==> src/rtl/lats_ram.sv <==
// ----------------------------------------------------------------------------
// lats_ram
// Generic simple dual-port RAM with one write port and a registered read.
// ----------------------------------------------------------------------------
module lats_ram #(
    parameter int WIDTH = 64,
    parameter int DEPTH = 64,
    localparam int AW = $clog2(DEPTH)
) (
    input  logic             i_clk,
    input  logic             i_we,
    input  logic [AW-1:0]    i_waddr,
    input  logic [WIDTH-1:0] i_wdata,
    input  logic [AW-1:0]    i_raddr,
    output logic [WIDTH-1:0] o_rdata
);

    logic [WIDTH-1:0] r_mem [DEPTH];
    logic [WIDTH-1:0] r_rdata;

    always_ff @(posedge i_clk) begin
        if (i_we) begin
            r_mem[i_waddr] <= i_wdata;
        end
        r_rdata <= r_mem[i_raddr];
    end

    assign o_rdata = r_rdata;

endmodule

==> config.mk <==
export PLATFORM = sky130hd
export DESIGN_NAME = lats_ram
export DESIGN_NICKNAME = d
export VERILOG_FILES = /design/src/rtl/lats_ram.sv
export SDC_FILE = /design/constraint.sdc
export NUM_CORES = 2
export LEC_CHECK = 0
export BUFFER_PORTS_ARGS = -buffer_cell sky130_fd_sc_hd__buf_2
export CAP_MARGIN = 15
export CORE_ASPECT_RATIO = 0.9
export CORE_MARGIN = 4
export CORE_UTILIZATION = 60
export CTS_BUF_LIST = sky130_fd_sc_hd__clkbuf_2
export DETAILED_ROUTE_END_ITERATION = 8
export PLACE_DENSITY = 0.76
export SYNTH_ARGS = -nofsm -noshare
export SYNTH_HDL_FRONTEND = slang
export SYNTH_SLANG_ARGS = --single-unit
export TNS_END_PERCENT = 5
==> constraint.sdc <==
create_clock -name i_clk -period 16 [get_ports i_clk]
set_input_delay 1.6 -clock i_clk [delete_from_list [all_inputs] [get_ports i_clk]]
set_output_delay 1.6 -clock i_clk [all_outputs]
set_load 0.05 [all_outputs]
Word-level counts from Yosys, hierarchy flattened
Memories as Yosys holds them, arrays and structs flattened. A register that Yosys moved wholly into a read port is not among the register bits.
Cells that the tools add are included.
{ "classes": {"n_mux": 2} }
{ "ops": {"columns": ["operator", "count"], "rows": [
  ["1-bit 2-to-1 mux", 2]
]} }
{ "word_totals": {"output_inout_bits": 64, "elab_cells": 3, "ff_bits": 0, "ram_bits": 4096, "n_memories": 1, "in_bits": 78} }
{ "memory_table": {"columns": ["name", "words", "word_bits", "read_ports", "rd_ports_with_merged_regs", "wr", "line", "rtl"], "rows": [
  ["r_mem", 64, 64, 1, 1, 1, "18", "logic [WIDTH-1:0] r_mem [DEPTH];"]
]} }

Longest topological paths before layout
{ "depth": {"ltp_word": 2, "ltp_mapped": 9, "depth_no_buf": 5} }

Least setup slack after synthesis
No wires, ideal clock.
{ "synth_timing": {"path_type": "in2reg", "start": "input port i_waddr[3]", "end": "memory r_mem[48][0], enable pin", "t_arrival_ns": 6.472, "setup_ns": 0.564, "cell_stages": 4, "setup_slack_ns": 8.964, "t_required_ns": 15.436, "path_buffers": 1, "cell_sequence": "clkbuf_1 -> nor2b_1 -> nand4b_1 -> nor3_1"} }
{ "synth_lines": {"columns": ["item", "line", "rtl"], "rows": [
  ["from (decl)", "12", "input logic [AW-1:0] i_waddr,"],
  ["to (decl)", "18", null]
]} }
Straight into the memory's write port.

Worst setup path after layout
{ "layout_timing": {"start": "register r_rdata[58], in the netlist o_rdata[58], read port of r_mem", "end": "output port o_rdata[58]"} }
{ "layout_lines": {"columns": ["item", "line", "rtl"], "rows": [
  ["from (decl)", "19", "logic [WIDTH-1:0] r_rdata;"],
  ["to (decl)", "15", "output logic [WIDTH-1:0] o_rdata"]
]} }
No word-level cell between the ends.

==> reports/qor.yml <==
yosys:
  synth_seq_area_share: 0.795
  netlist_area_um2: 156000
  ys_types: 33
  ys_ff_latch: 4160
  syn_area_per_cell_um2: 23.7
  synth_area_leaders: "edfxtp_1 (79%), mux4_2 (15%), mux2i_1 (0.86%)"
  synth.largest_area_cell: "edfxtp_1"
  yosys_warnings: 0
  netlist_instances: 6598
  yosysTopAreaCellShare: 0.787
  syn_nets: 6676
placement:
  io_buffer_count: 141
  placedCellCount: 9962
  gp_congestion: 0.784
  dp_hpwl_um: 205000
  post-place-ws_ns: 9.92
power:
  fin_total_pwr_uw: 19700
  power_frac_comb: 0.054
  leakagePower_uw: 0.0548
  p_int_uw: 14900
  p_clk_frac: 0.331
  swShare: 0.244
  ir_drop_uv: 97.6
  p_per_area_nw_per_um2: 116
  seqPwrFrac: 0.615
  p_switching_uw: 4810
grt:
  track_usage: 0.304
  first_global_vias: 80100
  antenna_found_initial: 44
  grt-ovfl-total: 0
  grt_pass1_wl_um: 579000
  grt_start_max_net_pins: 135
timing:
  setup_tns_ns: 0
  worstMarginPinSlew_ns: 1.38
  worst_slack_ns: 11.27
  period_needed_ns: 4.73
  slew_viol_final: 0
  period_share: 0.295
  relSlewSlack: 0.0796
  hold_slack_ns: 0.323
  setup_viol: 0
  clock_skew_ns: 0.225
  rsz0062_at_grt: "no"
  final_hold_viol_count: 0
  fmax_ghz: 0.212
detailed_routing:
  totalWireLength_um: 408000
  drt_iter0_drc: 12500
  avgRoutedWirePerCell_um: 34.8
  drtPass1Iterations: 6
  ant_nets: 0
  vias_per_cell: 6.85
  dr_total_vias: 80200
  drc_errors: 0
layout:
  final_cell_mix: "edfxtp_1 (4,096), clkbuf_2 (1,416), mux4_2 (1,024)"
  fin_cells: 11700
  drive_above_1_share: 0.356
  ff_latch_area_um2: 124000
  synthToLayoutAreaGrowth_pct: 9.03
  final_common_cell: "edfxtp_1"
  fin_nets: 7581
  filler_cell_count: 16100
  multi_input_area_um2: 30800
floorplan:
  die_h_um: 492
  die_area_um2: 269000
  io_pins: 142
  die_w_um: 546
  core_area_um2: 259000
  fp-row-count: 177
  start_util: 0.604
clock_tree:
  clock_sinks: 4160
  numCtsBuffers: 933
  cts_setup_buffers: 0
  path_clk_slew_ns: 0.11
  clk_latency_ns: 1.93
  cts_tree: "yes"
  htreeDepth: 6
  clock_path_buffers: 4
  root_buffer: "clkbuf_2"
critical_path:
  slowest_stage: "dfxtp_1"
  r2r_start: "r_mem[6][34]$_DFFE_PP_"
  cp.depth: 1
  crit_family: "flip-flops"
  worstRegToRegCells: 4
  cp_num_buf_inv: 1
  max_stage_delay_ns: 0.73
  critical_path_class: "reg -> out"
  critPathMaxFanout: 1
  start_kind: "flip-flop"
  worstPathArrival_ns: 3.13
  crit_required_ns: 14.40
  cp_cell_sequence: "buf_2"
  cp-startpoint: "o_rdata[58]$_DFF_P_"
  end_kind: "output port"
hold_path:
  hold_path_class: "in -> reg"
  whs_path_depth: 2
  hp-start: "i_wdata[34]"
status:
  status: "complete, no violations"
run:
  max_cap_violations: 0
## registers in the layout, indices dropped and copies added, names as in the netlist
name / flops
r_mem: 4096
o_rdata: 64
## through the flow
| stage | area [um^2] | utilization |
|---|---|---|
| after global routing | 170000 | 0.658 |
| after floorplan | 156000 | - |
| after global placement | 162000 | 0.624 |
| after detailed placement | 162000 | 0.625 |
| final | 170000 | 0.658 |
| after CTS | 170000 | 0.658 |
## per-layer routing
metal / vias up / part of all wire / track usage
met5: - / 0.00031 / 0
met3: 984 / 0.13 / 0.0750
met2: 6798 / 0.47 / 0.464
met4: 20 / 0.045 / 0.131
li1: 31000 / - / -
met1: 41300 / 0.35 / 0.429
## worst paths after layout
kind	end	slack [ns]
setup reg to reg	o_rdata[34]$_DFF_P_	13.76
hold / removal	r_mem[36][34]$_DFFE_PP_	0.32
hold reg to reg	o_rdata[42]$_DFF_P_	0.70
setup / recovery	o_rdata[58]	11.27
## what timing repair did
| action | in CTS | in global routing |
|---|---|---|
| endpoints found under the hold margin | 0 | 41 |
| gates resized for setup | 0 | 0 |
| hold buffers | 0 | 3 |
## synth_stat cells
cell type,n
edfxtp_1,4096
mux4_2,1024
buf_2,170
a22oi_1,168
clkbuf_1,140
mux2i_1,135
nor2_1,112
a22o_1,88
o22ai_1,83
and3_1,64
dfxtp_1,64
a211oi_1,63
nand2_1,58
nand3_1,45
o221ai_1,38
buf_4,34
or3_1,29
nor2b_1,28
or2_2,28
a41oi_1,26
buf_1,20
a2bb2oi_1,19
inv_1,19
a31oi_1,18
nand2b_1,11
buf_6,6
and2_1,3
nand3b_1,2
nand4_1,2
nor3_1,2
a31o_1,1
nand4b_1,1
or3b_2,1
## area by class of cell
class / instances / area share
antenna: 28 / 0.000411
clock buffer: 1416 / 0.0416
clock inverter: 295 / 0.00857
inverter: 19 / 0.000418
multi-input combinational: 2049 / 0.181
sequential: 4160 / 0.729
tap: 3401 / 0.0250
timing repair buffer: 340 / 0.0144
## power groups by stage
stage / Clock (uW) / Combinational [uW] / Sequential [uW]
after floorplan: 0 / 562 / 12400
after global placement: 0 / 1040 / 12400
after detailed placement: 0 / 1060 / 12400
after CTS: 6620 / 1060 / 12100
after global routing: 7250 / 1130 / 12100
final: 6510 / 1070 / 12100
## logic make-up after synthesis
group | synth area share
simple gates | 0.0124
buf+inv | 0.0118
flops | 0.795
compound gates | 0.0248
mux | 0.156
Power figures use the tool's default switching activity.
