===== config.mk =====
export PLATFORM = sky130hd
export DESIGN_NAME = lats_row_next
export DESIGN_NICKNAME = d
export VERILOG_FILES = /design/src/rtl/lats_row_next.sv
export SDC_FILE = /design/constraint.sdc
export NUM_CORES = 1
export LEC_CHECK = 0
export ABC_AREA = 1
export BUFFER_PORTS_ARGS = -buffer_cell sky130_fd_sc_hd__clkbuf_2
export CAP_MARGIN = 5
export CORE_MARGIN = 2
export CORE_UTILIZATION = 45
export DETAILED_ROUTE_END_ITERATION = 10
export PLACE_DENSITY = 0.66
export SYNTH_ARGS = -nofsm -noshare
export SYNTH_HDL_FRONTEND = slang
export SYNTH_SLANG_ARGS = --single-unit

===== constraint.sdc =====
create_clock -name vclk -period 7.75
set_clock_uncertainty 0.2 [all_clocks]
set_input_delay 0.3875 -clock vclk [all_inputs]
set_output_delay 0.3875 -clock vclk [all_outputs]
set_load 0.01 [all_outputs]

===== src/rtl/lats_row_next.sv =====
// ----------------------------------------------------------------------------
// lats_row_next
// Next generation of one grid row from the rows above, at and below it.
// ----------------------------------------------------------------------------
module lats_row_next #(
    parameter int MAX_WIDTH = 64,
    localparam int CW = $clog2(MAX_WIDTH),
    localparam int WW = $clog2(MAX_WIDTH + 1)
) (
    input  logic [MAX_WIDTH-1:0] i_up,
    input  logic [MAX_WIDTH-1:0] i_cur,
    input  logic [MAX_WIDTH-1:0] i_dn,
    input  logic [WW-1:0]        i_width,
    output logic [MAX_WIDTH-1:0] o_row
);

    logic [CW-1:0] last_col;
    logic          up_last;
    logic          cur_last;
    logic          dn_last;

    always_comb begin
        last_col = CW'(i_width - WW'(1));
        up_last  = i_up[last_col];
        cur_last = i_cur[last_col];
        dn_last  = i_dn[last_col];
    end

    for (genvar c = 0; c < MAX_WIDTH; c++) begin : g_lane
        localparam int L = (c + MAX_WIDTH - 1) % MAX_WIDTH;
        localparam int R = (c + 1) % MAX_WIDTH;

        logic       up_l, up_r, cur_l, cur_r, dn_l, dn_r;
        logic [3:0] count;
        logic       nxt_cell;

        always_comb begin
            up_l  = (c == 0) ? up_last  : i_up[L];
            cur_l = (c == 0) ? cur_last : i_cur[L];
            dn_l  = (c == 0) ? dn_last  : i_dn[L];
            up_r  = (last_col == CW'(c)) ? i_up[0]  : i_up[R];
            cur_r = (last_col == CW'(c)) ? i_cur[0] : i_cur[R];
            dn_r  = (last_col == CW'(c)) ? i_dn[0]  : i_dn[R];
            count = 4'(up_l) + 4'(i_up[c]) + 4'(up_r) + 4'(cur_l) + 4'(cur_r)
                  + 4'(dn_l) + 4'(i_dn[c]) + 4'(dn_r);
            if (WW'(c) >= i_width) begin
                nxt_cell = i_cur[c];
            end else if (count == 4'd3) begin
                nxt_cell = 1'b1;
            end else if (count == 4'd2) begin
                nxt_cell = i_cur[c];
            end else begin
                nxt_cell = 1'b0;
            end
        end

        assign o_row[c] = nxt_cell;
    end

endmodule


Word level (Yosys, flattened, before mapping):

Index checks and enable logic that the tools add are counted.

* flip-flop bits (word level): 0
* input port bits: 199
* output and inout bits: 64
* logic and storage cells: 1092

* $add $sub $neg: 449
* $lt $le $gt $ge: 65
* equality and inequality tests: 190
* muxes and demuxes: 387
* reductions and logical operators: 1

Operators with widths (count)
* adder 4 x 1 -> 4 bit: 256
* equality test 4 x 2 -> 1 bit, second input constant: 128
* 2-to-1 mux 1 bit: 384
* adder 3 x 1 -> 4 bit: 64
* greater-or-equal comparator 6 x 7 -> 1 bit, first input constant: 32
* adder 2 x 1 -> 3 bit: 64
* equality test 6 bit, second input constant: 31
* adder 1 x 1 -> 2 bit: 64
* greater-or-equal comparator 5 x 7 -> 1 bit, first input constant: 16
* equality test 6 x 5 -> 1 bit, second input constant: 16
* greater-or-equal comparator 4 x 7 -> 1 bit, first input constant: 8
* equality test 6 x 4 -> 1 bit, second input constant: 8
* greater-or-equal comparator 3 x 7 -> 1 bit, first input constant: 4
* equality test 6 x 3 -> 1 bit, second input constant: 4
* binary-select mux 1 bit (select 6 bit): 3
* greater-or-equal comparator 1 x 7 -> 1 bit, first input constant: 2
* greater-or-equal comparator 2 x 7 -> 1 bit, first input constant: 2
* equality test 6 x 2 -> 1 bit, second input constant: 2
* less-than comparator 6 x 7 -> 1 bit, second input constant: 1
* equality test 6 x 1 -> 1 bit, second input constant: 1
* logical NOT 6 bit: 1
* subtractor 6 x 1 -> 6 bit, second input constant: 1

Depth between registers and ports, before layout:

* word-level depth: 14
* gate-level depth with buffers: 29
* depth with buffers taken out: 23

Worst setup path after synthesis:

OpenSTA, ideal clock, no wires.

* path kind: input port to output port
* start: in i_width[0]
* end: out o_row[0]
* arrival: 5154 ps
* required time: 7162 ps
* slack: 2008 ps
* stages on the path: 28
* buffers on the path: 6
* cells stage by stage: buf_2 -> inv_2 -> buf_2 -> buf_2 -> ha_1 -> inv_1 -> clkbuf_1 -> buf_1 -> nand3_1 -> nand2_1 -> nand2_1 -> nand2_1 -> nand2_1 -> nand2_1 -> nand2_1 -> nand2_1 -> nor2_1 -> fa_1 -> inv_1 -> fa_1 -> fa_1 -> inv_1 -> ha_1 -> fa_1 -> o21ai_0 -> o211ai_1 -> o21ai_0 -> buf_4

* longest elaborated chain between the ends: 14
* elaborated cells between the ends (all ways): 24
* classes of those cells: add/sub (8); order compare (1); eq/ne (2); mux (12); reduce/logical (1)

Ends and longest elaborated chain
* from (decl): RTL line 13 `input logic [WW-1:0] i_width,`
* subtractor 6 x 1 -> 6 bit: RTL line 23 `last_col = CW'(i_width - WW'(1));`
* binary-select mux 1 bit (select 6 bit): RTL line 24 `up_last = i_up[last_col];`
* 2-to-1 mux 1 bit (implied by the code): RTL line 24
* adder 1 x 1 -> 2 bit: RTL line 44 `count = 4'(up_l) + 4'(i_up[c]) + 4'(up_r) + 4'(cur_l) + 4'(cur_r)`
* adder 2 x 1 -> 3 bit: RTL line 44
* adder 3 x 1 -> 4 bit: RTL line 44
* adder 4 x 1 -> 4 bit: RTL line 44
* adder 4 x 1 -> 4 bit (3 in a row): RTL line 45 `+ 4'(dn_l) + 4'(i_dn[c]) + 4'(dn_r);`
* equality test 4 x 2 -> 1 bit: RTL line 50 `end else if (count == 4'd2) begin`
* 2-to-1 mux 1 bit: RTL line 50
* 2-to-1 mux 1 bit: RTL line 48 `end else if (count == 4'd3) begin`
* 2-to-1 mux 1 bit *: RTL line 46 `if (WW'(c) >= i_width) begin`
* to (decl): RTL line 14 `output logic [MAX_WIDTH-1:0] o_row`

Mark *: on every way between the ends. The rest lies on a longest branch, timed or not. The select of a mux whose other input is x is not followed.

Worst setup path in the final report:

Ends and elaborated chain as after synthesis.

==> results.txt <==
The number of endpoints failing setup at the final stage is 0. The aggregate negative setup slack came out at 0 ns. The number of nets with antenna violations after detailed routing came out at 0. Dividing the detail-routed via count by the number of cells gives 5.55.

The number of cells produced by synthesis came out at 2,368. Across every metal layer, demand over resource in global routing totals 29.5%. The count of unique library cells instantiated by Yosys is 36. The violation count after the first detailed-route iteration came out at 1,156.

The post-detailed-placement cell area is 17,800 um2. The final layout contains a sequential cell count of 0. Wires add up to 55.4 mm.

The initial core utilization is 45.6%. During placement, the flow inserted port buffers numbering 263. Sequential cells burn 0% of the power.

Of the total power, the clock network draws 0%. Setup repair after global routing left no endpoint under its margin. The worst hold path belongs to the class input pin to primary output.

The total global routing overflow came out at 0. The number of global-route vias before repair was 16,500. The fraction of the yosys area taken by sequential cells is 0%. The biggest area contributor in the post-synthesis netlist is fa_1. The height of the die came out at 196 um. The post-cts resize count is 0.

Cells with a size suffix above 1 make up 13.9% of the layout. After routing the design area is 17,800 um2. Across the VDD grid, the largest voltage drop is 0.0776 mV. The Yosys step of the flow raised 0 warnings. The leakage power total is 0.00961 uW. The first detailed-routing pass ran for 5 iterations. The post-route minimum period came out at 6.63 ns. The fraction of synthesized cell area taken by the top area cell type came out at 30.9%. After clock tree synthesis, the flow added hold-fix buffers numbering 0. The number of nets in the finished design came out at 3,165.

The I/O pin total is 263. The arrival time of the worst setup path came out at 6.04 ns. From synthesis to final layout, the design area changed by 7.11%.

The critical path in this run is classified as input pin to primary output. The worst setup path is launched from an input pin. Detailed placement ended at an HPWL of 46.1 mm. Global routing consumed, on the met2 layer, 48.5% of the routing resources. Registers take 0 um2.

The power dissipated by switching net loads came out at 1250 uW. The count of buffers added by post-CTS timing repair for setup is 0. The slew at the pin closest to its max-slew limit came out at 0.949 ns. The global routing met1 resource utilization is 41.2%. The mean post-synth cell area came out at 7.01 um2. Row generation in the floorplan step produced 70 rows. At the end of routability-driven placement, the weighted congestion stood at 0.914. In the routed design, unresolved DRC markers number 0.

The region available for standard cell placement spans 36,400 um2. The via total after detailed routing is 16,500. The first-pass GRT wire length is 89.6 mm. The count of clock-net buffers in the final layout is 0. The number of nets produced by synthesis came out at 3,020. The number of max-slew violations in the final report came out at 0. The floorplan step defined a die boundary enclosing 38,400 um2.

The met3 track demand over resource in global routing came out at 2.92%. The net switching share of the total power is 59.0%. The global routing's busiest layer is met2. The worst slew margin relative to its limit came out at 36.3%. The max-capacitance violation count came out at 0. The number of hold violations in the final report is 0. The critical path startpoint is i_width[0]. The fmax came out at 151 MHz. Sorting the synthesized cells by area gives the leading types as fa_1 (31%), ha_1 (15%), nand2_1 (14%), inv_1 (8.0%), o21ai_0 (7.4%). In this run, the combinational gates consume 100.0% of the power. The largest fanout on the critical path came out at 41.

Dividing the detail-routed wire length by the instance count gives 18.6 um. The critical path data required time came out at 7.16 ns. The flow ran to the end, and the final reports show no timing, DRC or antenna violations. The die span in x is 196 um. The internal power of the cells came out at 867 uW.

The post-synth design cell area is 16,600 um2. The power density over the cells is 119 nW/um2. The initial antenna violation count came out at 3. The most critical setup path has its endpoint at o_row[0]. The pin count of the biggest net entering global routing is 62. The power consumption is 2120 uW.

Dividing the final minimum period by the clock period gives 85.5%. The worst setup path is captured at a primary output.
## critical path, stage by stage
cell      delay, ns
buf_4          0.37
clkinv_2       0.23
ha_2           0.38
clkinv_1       0.45
buf_4          0.39
nand3_1        0.09
nand2_1        0.05
nand2_1        0.05
nand2_1        0.06
nand2_1        0.07
nand2_1        0.07
nand2_1        0.11
nand2_1        0.13
nor2_1         0.16
fa_1           0.42
inv_1          0.09
fa_1           0.43
fa_1           0.56
inv_1          0.05
ha_1           0.22
fa_1           0.38
o21ai_0        0.20
o211ai_1       0.11
o21ai_0        0.35
clkbuf_2       0.21
## worst min-delay path by stage
stage	endpoint	cells after the start	startpoint
finish	o_row[9]	4	i_cur[9]
global route	o_row[59]	4	i_cur[59]
CTS	o_row[9]	4	i_cur[9]
detailed placement	o_row[9]	4	i_cur[9]
global placement	o_row[9]	4	i_cur[9]
floorplan	o_row[41]	3	i_cur[41]
## power groups by stage
stage                     Clock [uW]  Sequential, uW  Combinational, uW
after detailed placement           0               0               2120
final                      0.0000345               0               2120
after CTS                          0               0               2130
after floorplan                    0               0               1640
after global placement             0               0               2010
after global routing       0.0000345               0               2480
## cell families after synthesis
| group | count (synthesis) | synth area share [%] |
|---|---|---|
| compound gates | 461 | 15.3 |
| buf+inv | 493 | 13.1 |
| simple gates | 961 | 25.9 |
| fa+ha+maj | 453 | 45.7 |
## final cells by class
class              instances  area, um2
diodes                     2       5.00
fillers                 3765      18700
inverters                362       1370
multi-input cells       1875      14400
repair buffers           274       1400
well taps                468        586
## synthesized netlist by cell type (20+ instances only)
master,count
o21ai_0,244
o211ai_1,46
nor2_1,101
inv_1,353
ha_1,197
buf_4,66
nand2_4,26
buf_1,22
nand3_1,150
a21oi_1,120
clkbuf_1,26
nand4_1,20
nand2_1,625
fa_1,256
## per-stage QoR
| stage | util [%] | setup slack, ns | cells | hold slack, ns |
|---|---|---|---|---|
| after global routing | 48.8 | 0.806 | 2981 | 1.01 |
| after CTS | 48.8 | 1.29 | 2979 | 0.970 |
| final | 48.8 | 1.12 | 2981 | 0.977 |
| after detailed placement | 48.8 | 1.31 | 2979 | 0.970 |
| after floorplan | - | 2.01 | 2368 | 0.773 |
| after global placement | 48.8 | 1.40 | 2979 | 0.962 |
## per-layer routing
metal	up-vias	wire length, um
met3	89	4330
met2	678	25300
li1	7871	-
met5	-	11
met1	7893	24000
met4	2	1810
## cell usage in the layout (no fill, tap or decap), types with 6 or more instances in the layout
cell type and n:
nand2_2 12, nor2_4 15, nand3_1 150, inv_1 352
nor2_8 6, o22ai_1 7, ha_1 196, o21ai_1 15
buf_4 12, clkbuf_2 262, o21ai_0 244, fa_1 256
nand4_1 20, a211o_1 6, nor2_1 101, o2111ai_1 10
nand2_4 26, nand2_1 625, a21oi_1 120, o211ai_1 46
No activity file was read; power rests on OpenSTA's default activity.
